$ cat src/hdl/tscd_pkg.sv
// Shared constants, types and divide-step functions for the timestamp to date pipeline.
package tscd_pkg;

   // Field widths of the request and response beats.
   localparam int TS_W     = 42;
   localparam int YEAR_W   = 12;
   localparam int MONTH_W  = 4;
   localparam int DAY_W    = 5;
   localparam int HOUR_W   = 5;
   localparam int MINUTE_W = 6;
   localparam int SECOND_W = 6;
   localparam int MSEC_W   = 10;

   // Width of the whole-second count and of the day count.
   localparam int SECS_W = 33;
   localparam int DAYS_W = 17;

   // Divisors and limits.
   localparam logic [10:0]        MS_PER_SEC    = 11'd1000;
   localparam logic [17:0]        SEC_PER_DAY   = 18'd86400;
   localparam logic [16:0]        SEC_PER_HOUR  = 17'd3600;
   localparam logic [11:0]        SEC_PER_MIN   = 12'd60;
   localparam logic [16:0]        DAYS_PER_QUAD = 17'd1461;
   localparam logic [YEAR_W-1:0]  EPOCH_YEAR    = 12'd1970;
   localparam logic [SECS_W-1:0]  LIMIT_SECS    = 33'd4102444800;

   // First day of the second, third and fourth year of a four-year cycle that
   // starts at 1970. The third year of the cycle is the leap year.
   localparam logic [10:0] YEAR1_START = 11'd365;
   localparam logic [10:0] YEAR2_START = 11'd730;
   localparam logic [10:0] YEAR3_START = 11'd1096;

   // Day of year on which each month starts.
   localparam logic [8:0] CUM_COMMON [0:11] = '{
      9'd0, 9'd31, 9'd59, 9'd90, 9'd120, 9'd151,
      9'd181, 9'd212, 9'd243, 9'd273, 9'd304, 9'd334};
   localparam logic [8:0] CUM_LEAP [0:11] = '{
      9'd0, 9'd31, 9'd60, 9'd91, 9'd121, 9'd152,
      9'd182, 9'd213, 9'd244, 9'd274, 9'd305, 9'd335};

   // Partial state of the millisecond to second long division.
   typedef struct packed {
      logic [MSEC_W-1:0] rem;
      logic [SECS_W-1:0] work;
   } ms_div_type;

   // Partial state of the second to day long division.
   typedef struct packed {
      logic [DAYS_W-1:0] rem;
      logic [DAYS_W-1:0] work;
   } day_div_type;

   // Up to seven restoring steps of division by 1000. Dividend bits leave the
   // top of the work word and quotient bits enter at its bottom.
   function automatic ms_div_type ms_div_steps(input ms_div_type s, input int unsigned n);
      ms_div_type  t;
      logic [10:0] r;
      logic        ge;
      t = s;
      for (int k = 0; k < 7; k++) begin
         if (k < n) begin
            r  = {t.rem, t.work[SECS_W-1]};
            ge = (r >= MS_PER_SEC);
            if (ge) begin
               r = r - MS_PER_SEC;
            end
            t.rem  = r[MSEC_W-1:0];
            t.work = {t.work[SECS_W-2:0], ge};
         end
      end
      return t;
   endfunction

   // Up to six restoring steps of division by 86400.
   function automatic day_div_type day_div_steps(input day_div_type s, input int unsigned n);
      day_div_type t;
      logic [17:0] r;
      logic        ge;
      t = s;
      for (int k = 0; k < 6; k++) begin
         if (k < n) begin
            r  = {t.rem, t.work[DAYS_W-1]};
            ge = (r >= SEC_PER_DAY);
            if (ge) begin
               r = r - SEC_PER_DAY;
            end
            t.rem  = r[DAYS_W-1:0];
            t.work = {t.work[DAYS_W-2:0], ge};
         end
      end
      return t;
   endfunction

endpackage

$ cat src/hdl/timestamp_to_calendar_date.sv
// Pipelined conversion of a millisecond timestamp into calendar date and time of day.
//
//   Channel  Ports                          Direction  Beat
//   req      req_valid, req_stall, req_*    in         one timestamp in milliseconds
//   rsp      rsp_valid, rsp_stall, rsp_*    out        year, month, day, time, overflow flag
//
// The pipeline has eleven register stages. One beat can be taken in every cycle in
// which the pipeline is not frozen, that is while req_stall is low.
// Stages one to five divide by 1000, six to eight divide by 86400, nine and ten split
// the time of day and the four-year cycle, and eleven finds the month and day.
// Reset clears the valid bits of all stages. A stall on rsp while the output stage
// holds a beat freezes the whole pipeline and is passed back to req_stall in the same
// cycle, so no beat is lost or repeated.
module timestamp_to_calendar_date (
   input  logic                          clock,
   input  logic                          reset,
   input  logic                          req_valid,
   output logic                          req_stall,
   input  logic [tscd_pkg::TS_W-1:0]     req_timestamp_ms,
   output logic                          rsp_valid,
   input  logic                          rsp_stall,
   output logic [tscd_pkg::YEAR_W-1:0]   rsp_year,
   output logic [tscd_pkg::MONTH_W-1:0]  rsp_month,
   output logic [tscd_pkg::DAY_W-1:0]    rsp_day,
   output logic [tscd_pkg::HOUR_W-1:0]   rsp_hour,
   output logic [tscd_pkg::MINUTE_W-1:0] rsp_minute,
   output logic [tscd_pkg::SECOND_W-1:0] rsp_second,
   output logic [tscd_pkg::MSEC_W-1:0]   rsp_millisecond,
   output logic                          rsp_beyond_2099
);
   import tscd_pkg::*;

   // Pipeline control: everything moves when the output stage is free or drained.
   logic        adv;
   logic [11:1] valid_ff;

   // Division by 1000.
   ms_div_type  ms_init;
   ms_div_type  ms_in [1:5];
   ms_div_type  ms_ff [1:5];

   // Division by 86400.
   day_div_type day_init;
   day_div_type day_in [6:8];
   day_div_type day_ff [6:8];
   logic        beyond_in;

   // Values carried along the later stages.
   logic [MSEC_W-1:0] msec_ff   [6:11];
   logic              beyond_ff [6:11];

   // Stage nine: hour and four-year cycle.
   logic [HOUR_W-1:0] s9_hour_in, s9_hour_ff;
   logic [11:0]       s9_hrem_in, s9_hrem_ff;
   logic [5:0]        s9_quad_in, s9_quad_ff;
   logic [10:0]       s9_drem_in, s9_drem_ff;

   // Stage ten: minute, second, year and day of year.
   logic [HOUR_W-1:0]   s10_hour_ff;
   logic [MINUTE_W-1:0] s10_minute_in, s10_minute_ff;
   logic [SECOND_W-1:0] s10_second_in, s10_second_ff;
   logic [YEAR_W-1:0]   s10_year_in, s10_year_ff;
   logic [8:0]          s10_doy_in, s10_doy_ff;
   logic                s10_leap_in, s10_leap_ff;

   // Stage eleven: the output register.
   logic [YEAR_W-1:0]   s11_year_ff;
   logic [MONTH_W-1:0]  s11_month_in, s11_month_ff;
   logic [DAY_W-1:0]    s11_day_in, s11_day_ff;
   logic [HOUR_W-1:0]   s11_hour_ff;
   logic [MINUTE_W-1:0] s11_minute_ff;
   logic [SECOND_W-1:0] s11_second_ff;

   assign adv       = !valid_ff[11] || !rsp_stall;
   assign req_stall = !adv;

   // Valid bits follow their beats down the pipeline.
   always_ff @(posedge clock) begin
      if (reset) begin
         valid_ff <= '0;
      end else if (adv) begin
         valid_ff <= {valid_ff[10:1], req_valid};
      end
   end

   // Stages one to five: 33 quotient steps of the division by 1000. The top nine
   // bits are already below 1000 and seed the remainder.
   always_comb begin
      ms_init.rem  = {1'b0, req_timestamp_ms[TS_W-1:SECS_W]};
      ms_init.work = req_timestamp_ms[SECS_W-1:0];
      ms_in[1]     = ms_div_steps(ms_init, 7);
      ms_in[2]     = ms_div_steps(ms_ff[1], 7);
      ms_in[3]     = ms_div_steps(ms_ff[2], 7);
      ms_in[4]     = ms_div_steps(ms_ff[3], 6);
      ms_in[5]     = ms_div_steps(ms_ff[4], 6);
   end

   // Stages six to eight: 17 quotient steps of the division by 86400, and the
   // check for dates in 2100 or later.
   always_comb begin
      day_init.rem  = {1'b0, ms_ff[5].work[SECS_W-1:DAYS_W]};
      day_init.work = ms_ff[5].work[DAYS_W-1:0];
      day_in[6]     = day_div_steps(day_init, 6);
      day_in[7]     = day_div_steps(day_ff[6], 6);
      day_in[8]     = day_div_steps(day_ff[7], 5);
      beyond_in     = (ms_ff[5].work >= LIMIT_SECS);
   end

   // Stage nine: hour from the second of day, cycle count from the day count.
   always_comb begin
      logic [16:0] r;
      logic [16:0] d;
      r = day_ff[8].rem;
      for (int k = HOUR_W - 1; k >= 0; k--) begin
         d = SEC_PER_HOUR << k;
         s9_hour_in[k] = (r >= d);
         if (r >= d) begin
            r = r - d;
         end
      end
      s9_hrem_in = r[11:0];

      r = day_ff[8].work;
      for (int k = 5; k >= 0; k--) begin
         d = DAYS_PER_QUAD << k;
         s9_quad_in[k] = (r >= d);
         if (r >= d) begin
            r = r - d;
         end
      end
      s9_drem_in = r[10:0];
   end

   // Stage ten: minute and second, then the year inside the four-year cycle.
   always_comb begin
      logic [11:0] r;
      logic [11:0] d;
      logic [1:0]  yi;
      r = s9_hrem_ff;
      for (int k = MINUTE_W - 1; k >= 0; k--) begin
         d = SEC_PER_MIN << k;
         s10_minute_in[k] = (r >= d);
         if (r >= d) begin
            r = r - d;
         end
      end
      s10_second_in = r[SECOND_W-1:0];

      if (s9_drem_ff >= YEAR3_START) begin
         yi         = 2'd3;
         s10_doy_in = 9'(s9_drem_ff - YEAR3_START);
      end else if (s9_drem_ff >= YEAR2_START) begin
         yi         = 2'd2;
         s10_doy_in = 9'(s9_drem_ff - YEAR2_START);
      end else if (s9_drem_ff >= YEAR1_START) begin
         yi         = 2'd1;
         s10_doy_in = 9'(s9_drem_ff - YEAR1_START);
      end else begin
         yi         = 2'd0;
         s10_doy_in = s9_drem_ff[8:0];
      end
      s10_leap_in = (yi == 2'd2);
      s10_year_in = EPOCH_YEAR + YEAR_W'({s9_quad_ff, 2'b00}) + YEAR_W'(yi);
   end

   // Stage eleven: month by comparing against every month start, then the day.
   always_comb begin
      logic [8:0] c;
      logic [8:0] base;
      logic [8:0] diff;
      base         = '0;
      s11_month_in = MONTH_W'(1);
      for (int i = 1; i < 12; i++) begin
         c = s10_leap_ff ? CUM_LEAP[i] : CUM_COMMON[i];
         if (s10_doy_ff >= c) begin
            s11_month_in = MONTH_W'(i + 1);
            base         = c;
         end
      end
      diff       = s10_doy_ff - base;
      s11_day_in = DAY_W'(diff + 9'd1);
   end

   // Stage registers hold while the pipeline is frozen.
   always_ff @(posedge clock) begin
      if (adv) begin
         ms_ff  <= ms_in;
         day_ff <= day_in;

         msec_ff[6]   <= ms_ff[5].rem;
         beyond_ff[6] <= beyond_in;
         for (int i = 7; i <= 11; i++) begin
            msec_ff[i]   <= msec_ff[i-1];
            beyond_ff[i] <= beyond_ff[i-1];
         end

         s9_hour_ff <= s9_hour_in;
         s9_hrem_ff <= s9_hrem_in;
         s9_quad_ff <= s9_quad_in;
         s9_drem_ff <= s9_drem_in;

         s10_hour_ff   <= s9_hour_ff;
         s10_minute_ff <= s10_minute_in;
         s10_second_ff <= s10_second_in;
         s10_year_ff   <= s10_year_in;
         s10_doy_ff    <= s10_doy_in;
         s10_leap_ff   <= s10_leap_in;

         s11_year_ff   <= s10_year_ff;
         s11_month_ff  <= s11_month_in;
         s11_day_ff    <= s11_day_in;
         s11_hour_ff   <= s10_hour_ff;
         s11_minute_ff <= s10_minute_ff;
         s11_second_ff <= s10_second_ff;
      end
   end

   // Response beat comes straight from the last stage.
   assign rsp_valid       = valid_ff[11];
   assign rsp_year        = s11_year_ff;
   assign rsp_month       = s11_month_ff;
   assign rsp_day         = s11_day_ff;
   assign rsp_hour        = s11_hour_ff;
   assign rsp_minute      = s11_minute_ff;
   assign rsp_second      = s11_second_ff;
   assign rsp_millisecond = msec_ff[11];
   assign rsp_beyond_2099 = beyond_ff[11];

endmodule

$ cat config.mk
export PLATFORM = sky130hd
export DESIGN_NAME = timestamp_to_calendar_date
export DESIGN_NICKNAME = d
export VERILOG_FILES = /design/src/hdl/tscd_pkg.sv /design/src/hdl/timestamp_to_calendar_date.sv
export SDC_FILE = /design/constraint.sdc
export NUM_CORES = 1
export LEC_CHECK = 0
export BUFFER_PORTS_ARGS = -buffer_cell sky130_fd_sc_hd__buf_2
export CAP_MARGIN = 5
export CORE_MARGIN = 4
export CORE_UTILIZATION = 58
export DETAILED_ROUTE_END_ITERATION = 6
export HOLD_SLACK_MARGIN = 0.08
export PLACE_DENSITY = 0.85
export SLEW_MARGIN = 0
export SYNTH_ARGS = -nofsm -noshare
export SYNTH_HDL_FRONTEND = slang
export SYNTH_SLANG_ARGS = --single-unit
$ cat constraint.sdc
create_clock -name clock -period 16.7 [get_ports clock]
set_input_delay 2.505 -clock clock [delete_from_list [all_inputs] [get_ports clock]]
set_output_delay 2.505 -clock clock [all_outputs]
set_load 0.01 [all_outputs]
### Word-level counts from Yosys, hierarchy flattened

Memory sizes are Yosys's and may differ from the RTL's.
Index checks and enable logic that the tools add are counted.

| storage, ports and cells | value |
|---|---|
| flip-flop bits (word level) | 439 |
| latch bits | 0 |
| bits in writable memories | 66 |
| bits in read-only memories | 0 |
| input port bits | 46 |
| output and inout port bits | 51 |
| logic and storage cells | 304 |
| memories | 2 |

| operators by class | value |
|---|---|
| add/sub/neg operators | 74 |
| multipliers | 0 |
| divide/modulo/power cells | 0 |
| order comparisons | 82 |
| equality and inequality tests | 1 |
| shift operators | 0 |
| mux-type cells | 106 |
| bitwise logic cells | 0 |
| reduce and logical (&&, ||, !) cells | 5 |

Memory list:

| memory | words | bits a word | rd ports | clocked after memory_dff | wr ports | RTL line | RTL |
|---|---|---|---|---|---|---|---|
| msec_ff | 6 | 10 | 6 | 0 | 6 | timestamp_to_calendar_date.sv:49 | `logic [MSEC_W-1:0] msec_ff [6:11];` |
| beyond_ff | 6 | 1 | 6 | 0 | 6 | timestamp_to_calendar_date.sv:50 | `logic beyond_ff [6:11];` |

Operators with widths:

| operator | number |
|---|---|
| $mux 17 | 26 |
| $ge 11x10->1 const B | 33 |
| $mux 10 | 33 |
| $sub 10x10->10 const B | 33 |
| $sub 17x17->17 const B | 17 |
| $ge 18x17->1 const B | 16 |
| $mux 12 | 6 |
| $mux 5 | 11 |
| $ge 9x8->1 | 4 |
| $ge 17x12->1 const B | 2 |
| $ge 17x13->1 const B | 2 |
| $ge 17x14->1 const B | 2 |
| $ge 17x15->1 const B | 2 |
| $ge 17x16->1 const B | 2 |
| $sub 17x13->17 const B | 2 |
| $sub 17x14->17 const B | 2 |
| $sub 17x15->17 const B | 2 |
| $sub 17x16->17 const B | 2 |
| $ge 33x32->1 const B | 1 |
| $ge 9x9->1 | 3 |
| $mux 9 | 3 |
| $mux 4 | 6 |
| $ge 9x7->1 | 2 |
| $mux 3 | 6 |
| other kinds (37) | 50 |

### Longest topological paths before layout

| depth | value |
|---|---|
| word-level depth | 14 |
| gate-level depth with buffers | 47 |
| depth with buffers taken out | 44 |

### Worst setup path before layout

OpenSTA, ideal clock, no wires.

| timing | value |
|---|---|
| path kind | in2reg |
| from | input rsp_stall |
| to | register, netlist name beyond_ff[3][0] |
| library setup time | 1053 ps |
| arrival time | 16095 ps |
| required time | 15647 ps |
| slack | -448 ps |
| stages | 2 |
| path buffers | 1 |
| cell sequence | nand2_1 -> clkbuf_1 |

RTL lines:

| what | RTL line | RTL |
|---|---|---|
| start: declaration | timestamp_to_calendar_date.sv:21 | `input logic rsp_stall,` |

### Worst setup path after layout

| timing | value |
|---|---|
| from | register day_ff[5] (netlist bit) |
| to | register s9_drem_ff[8], data pin |

| between the ends | value |
|---|---|
| longest elaborated chain between the ends | 12 |
| elaborated cells on any way between the ends | 18 |
| those cells by class | add/sub: 6; order compare: 6; mux: 6 |

RTL lines:

| what | RTL line | RTL |
|---|---|---|
| start: declaration | timestamp_to_calendar_date.sv:45 | `day_div_type day_ff [6:8];` |
| start signal: assignment | timestamp_to_calendar_date.sv:188 | `day_ff <= day_in;` |
| $ge 17x16->1 * | - |  |
| named net s9_quad_in[5] | timestamp_to_calendar_date.sv:55 | `logic [5:0] s9_quad_in, s9_quad_ff;` |
| $mux 17 * | timestamp_to_calendar_date.sv:127 | `if (r >= d) begin` |
| $sub 17x15->17 or $ge 17x15->1 (tied branches) | timestamp_to_calendar_date.sv:128, timestamp_to_calendar_date.sv:127 |  |
| $mux 17 * | timestamp_to_calendar_date.sv:127 |  |
| $sub 17x14->17 or $ge 17x14->1 (tied branches) | timestamp_to_calendar_date.sv:128, timestamp_to_calendar_date.sv:127 |  |
| $mux 17 * | timestamp_to_calendar_date.sv:127 |  |
| $sub 17x13->17 or $ge 17x13->1 (tied branches) | timestamp_to_calendar_date.sv:128, timestamp_to_calendar_date.sv:127 |  |
| $mux 17 * | timestamp_to_calendar_date.sv:127 |  |
| $sub 17x12->17 or $ge 17x12->1 (tied branches) | timestamp_to_calendar_date.sv:128, timestamp_to_calendar_date.sv:127 |  |
| $mux 17 * | timestamp_to_calendar_date.sv:127 |  |
| $ge 17x11->1 or $sub 11x11->11 (tied branches) | timestamp_to_calendar_date.sv:127, timestamp_to_calendar_date.sv:128 |  |
| $mux 11 * | timestamp_to_calendar_date.sv:127 |  |
| named net s9_drem_in[8] | timestamp_to_calendar_date.sv:56 | `logic [10:0] s9_drem_in, s9_drem_ff;` |
| end signal: assignment | timestamp_to_calendar_date.sv:200 | `s9_drem_ff <= s9_drem_in;` |
| end: declaration | timestamp_to_calendar_date.sv:56 |  |

The timed path passes the listed nets; every way through them passes the cells marked *.
A chain may end at the register's enable or synchronous reset.

==> out/qor.tcl <==
set qor(worst_setup_path_end_kind) {flop}
set qor(clk_path_buf_depth) 3
set qor(postSynthAreaPerCell_um2) 9.78
set qor(die-height_um) 262
set qor(io_pins) 97
set qor(crit_family) {compound AO/OA/AOI/OAI gates}
set qor(slew_headroom) 0.235
set qor(status) {finished with violations}
set qor(cpMostUsedCell) {ha_1}
set qor(cts_sink_cnt) 505
set qor(numCtsBuffers) 52
set qor(drc) 3
set qor(route.antenna.remaining_nets) 0
set qor(initial_utilization) 0.588
set qor(leading_cell_types_in_the_layout_fill_and_taps_excluded) {edfxtp_1 (494), nor2_1 (305), nand2_1 (305)}
set qor(design.die.area_mm2) 0.0684
set qor(endpoint_required_time_on_the_critical_path_ps) 17140
set qor(max_clock_freq_mhz) 91.8
set qor(timing.max_cap.violations) 0
set qor(grt_antenna_before_repair) 0
set qor(final.min_clock_period_ps) 10900
set qor(worstMarginPinSlew_ps) 1150
set qor(grt_max_degree) 193
set qor(synth_async_sr_flop_share) 0
set qor(cp_data_arrival_time_ps) 11340
set qor(timing.setup.tns_ps) 0
set qor(cpPeakStageDelay_ps) 630
set qor(synth_fp_nets) 3955
set qor(multi_input_comb_area_mm2) 0.0210
set qor(detailroute.via_count) 30300
set qor(antenna-diode-count) 0
set qor(timing.critical_path.slowest_stage_cell) {a221oi_1}
set qor(post_dp_hpwl_mm) 58.9
set qor(ys_seq_elements) 505
set qor(timing.final.setup_violations) 0
set qor(number_of_global_route_vias_before_repair) 28400
set qor(drive_above_1_share) 0.110
set qor(cts_resized) 0
set qor(synth.yosys.seq_area_share) 0.404
set qor(hold_class) {flop to flop}
set qor(core_area_mm2) 0.0634
set qor(numPortBuffers) 96
set qor(crit_path_max_fanout) 11
set qor(timing.critical_path.buf_inv) 2
set qor(netlist_instances) 3815
set qor(grt_pass1_wl_mm) 135
set qor(final_hold_fails) 0
set qor(clock_tree.htree_level_count) 2
set qor(cts_tree) {done}
set qor(worst_setup_path_start_kind) {flop}
set qor(grt_setup_unrepaired) {no}
set qor(rows) 92
set qor(gp_congestion) 0.912
set qor(slew_violations) 0
set qor(failing_checks) {design-rule violations}
set qor(detail_route.vias_per_cell) 6.36
set qor(path_clk_slew_ps) 60
set qor(cts_root_buf) {clkbuf_16}
set qor(timing_worst_setup_path_type) {flop to flop}
set qor(drt_first_iter_violations) 3180
set qor(register_area_mm2) 0.0151
set qor(cts_hold_buf) 0
set qor(route.final.wire_length_mm) 81.8
set qor(first_pass_iters) 7
set qor(post_cts.repair.setup_buffers) 0
set qor(ys_types) 152
set qor(globalRouteOverflowTotal) 0
set qor(finClkSkew_ps) 41.1
set qor(area.growth.synth_to_final_pct) 7.82
set qor(number_of_warnings_reported_in_the_yosys_synthesis_log) 0
set qor(synth_top_flop_cell) {edfxtp_1}
set qor(grt_util_all_layers) 0.231
set qor(synth-edff-count) 494
set qor(layout.nets) 4015
set qor(clock_insertion_delay_worst_skew_ps) 630
set qor(post-route-period-util) 0.653
set qor(leading_cell_type_in_the_layout_fill_and_taps_excluded) {edfxtp_1}
set qor(die_w_um) 262
set qor(synth_area_mm2) 0.0373
set qor(wire_per_inst_um) 17.2
set qor(n_fill_cell) 4937
path summary, 6_finish.rpt:
| kind | end | slack (ps) | cells after the start | from |
|---|---|---|---|---|
| worst max-delay path | s9_drem_ff[8]$_DFFE_PN_ | 5800 | 33 | day_ff[5]$_DFFE_PN_ |
| worst min-delay path | day_init[17]$_DFFE_PN_ | 400 | 0 | ms_ff[54]$_DFFE_PN_ |
| worst max register to register | s9_drem_ff[8]$_DFFE_PN_ | 5800 | 33 | day_ff[5]$_DFFE_PN_ |
| worst min register to register | day_init[17]$_DFFE_PN_ | 400 | 0 | ms_ff[54]$_DFFE_PN_ |
cell usage after synthesis, drive strengths merged, types with 58 or more instances:
cell | number | share of area
and2 | 59 | 0.010
nor2 | 314 | 0.033
nand2 | 308 | 0.031
xor2 | 101 | 0.024
mux2i | 91 | 0.025
edfxtp | 494 | 0.40
inv | 197 | 0.020
xnor2 | 240 | 0.059
o21ai | 226 | 0.032
ha | 93 | 0.031
nand3 | 90 | 0.012
nor3 | 108 | 0.016
nor4 | 59 | 0.012
a31oi | 58 | 0.011
a21oi | 231 | 0.032
buf | 65 | 0.011
state kept, by name, summed over array words and instances, names as in the netlist, 9 cells and up:
signal	flops
day_in	11
s10_doy_ff	9
s9_hrem_ff	12
day_init	22
msec_ff	60
valid_ff	11
s10_year_ff	12
rsp_year	12
day_ff	102
s9_drem_ff	11
ms_ff	182
cell type report:
| class | count | share of cell area |
|---|---|---|
| clock buffer | 64 | 0.0345 |
| tap | 846 | 0.0263 |
| multi-input combinational | 3013 | 0.521 |
| clock inverter | 33 | 0.0113 |
| timing repair buffer | 104 | 0.0137 |
| sequential | 505 | 0.374 |
| inverter | 199 | 0.0189 |
layer usage:
layer / vias to the layer above / wire length [um] / GRT usage
li1: 14700 / - / -
met1: 14400 / 34300 / 0.293
met2: 1038 / 40800 / 0.409
met3: 205 / 4140 / 0.0259
met4: 0 / 2570 / 0.0850
met5: - / 0 / 0
per-stage QoR:
stage          cells   util  instance area [um^2]  worst slack (ps)  hold slack [ps]
6_report        4764  0.634                 40200              5800              396
2_1_floorplan   3815      -                 37300              7060              400
4_1_cts         4763  0.634                 40200              6020              401
3_3_place_gp    4666  0.605                 38400              6340              400
5_1_grt         4764  0.634                 40200              4740              418
3_5_place_dp    4666  0.605                 38400              6060              405
cell families (layout without fill, tap and decap cells):
kind of cell	count (synthesis)	after routing	synth area share
adders and majority gates	94	94	0.0317
xor gates and xnor gates	341	341	0.0827
buffers and inverters	297	400	0.0349
DFF	505	505	0.404
muxes	136	136	0.0385
AOI/OAI and AO/OA	1104	1104	0.219
and+or+nand+nor	1338	1338	0.190
Power is not shown: default switching activity piles up to over one toggle a cycle in this logic, so the estimate is an artifact.
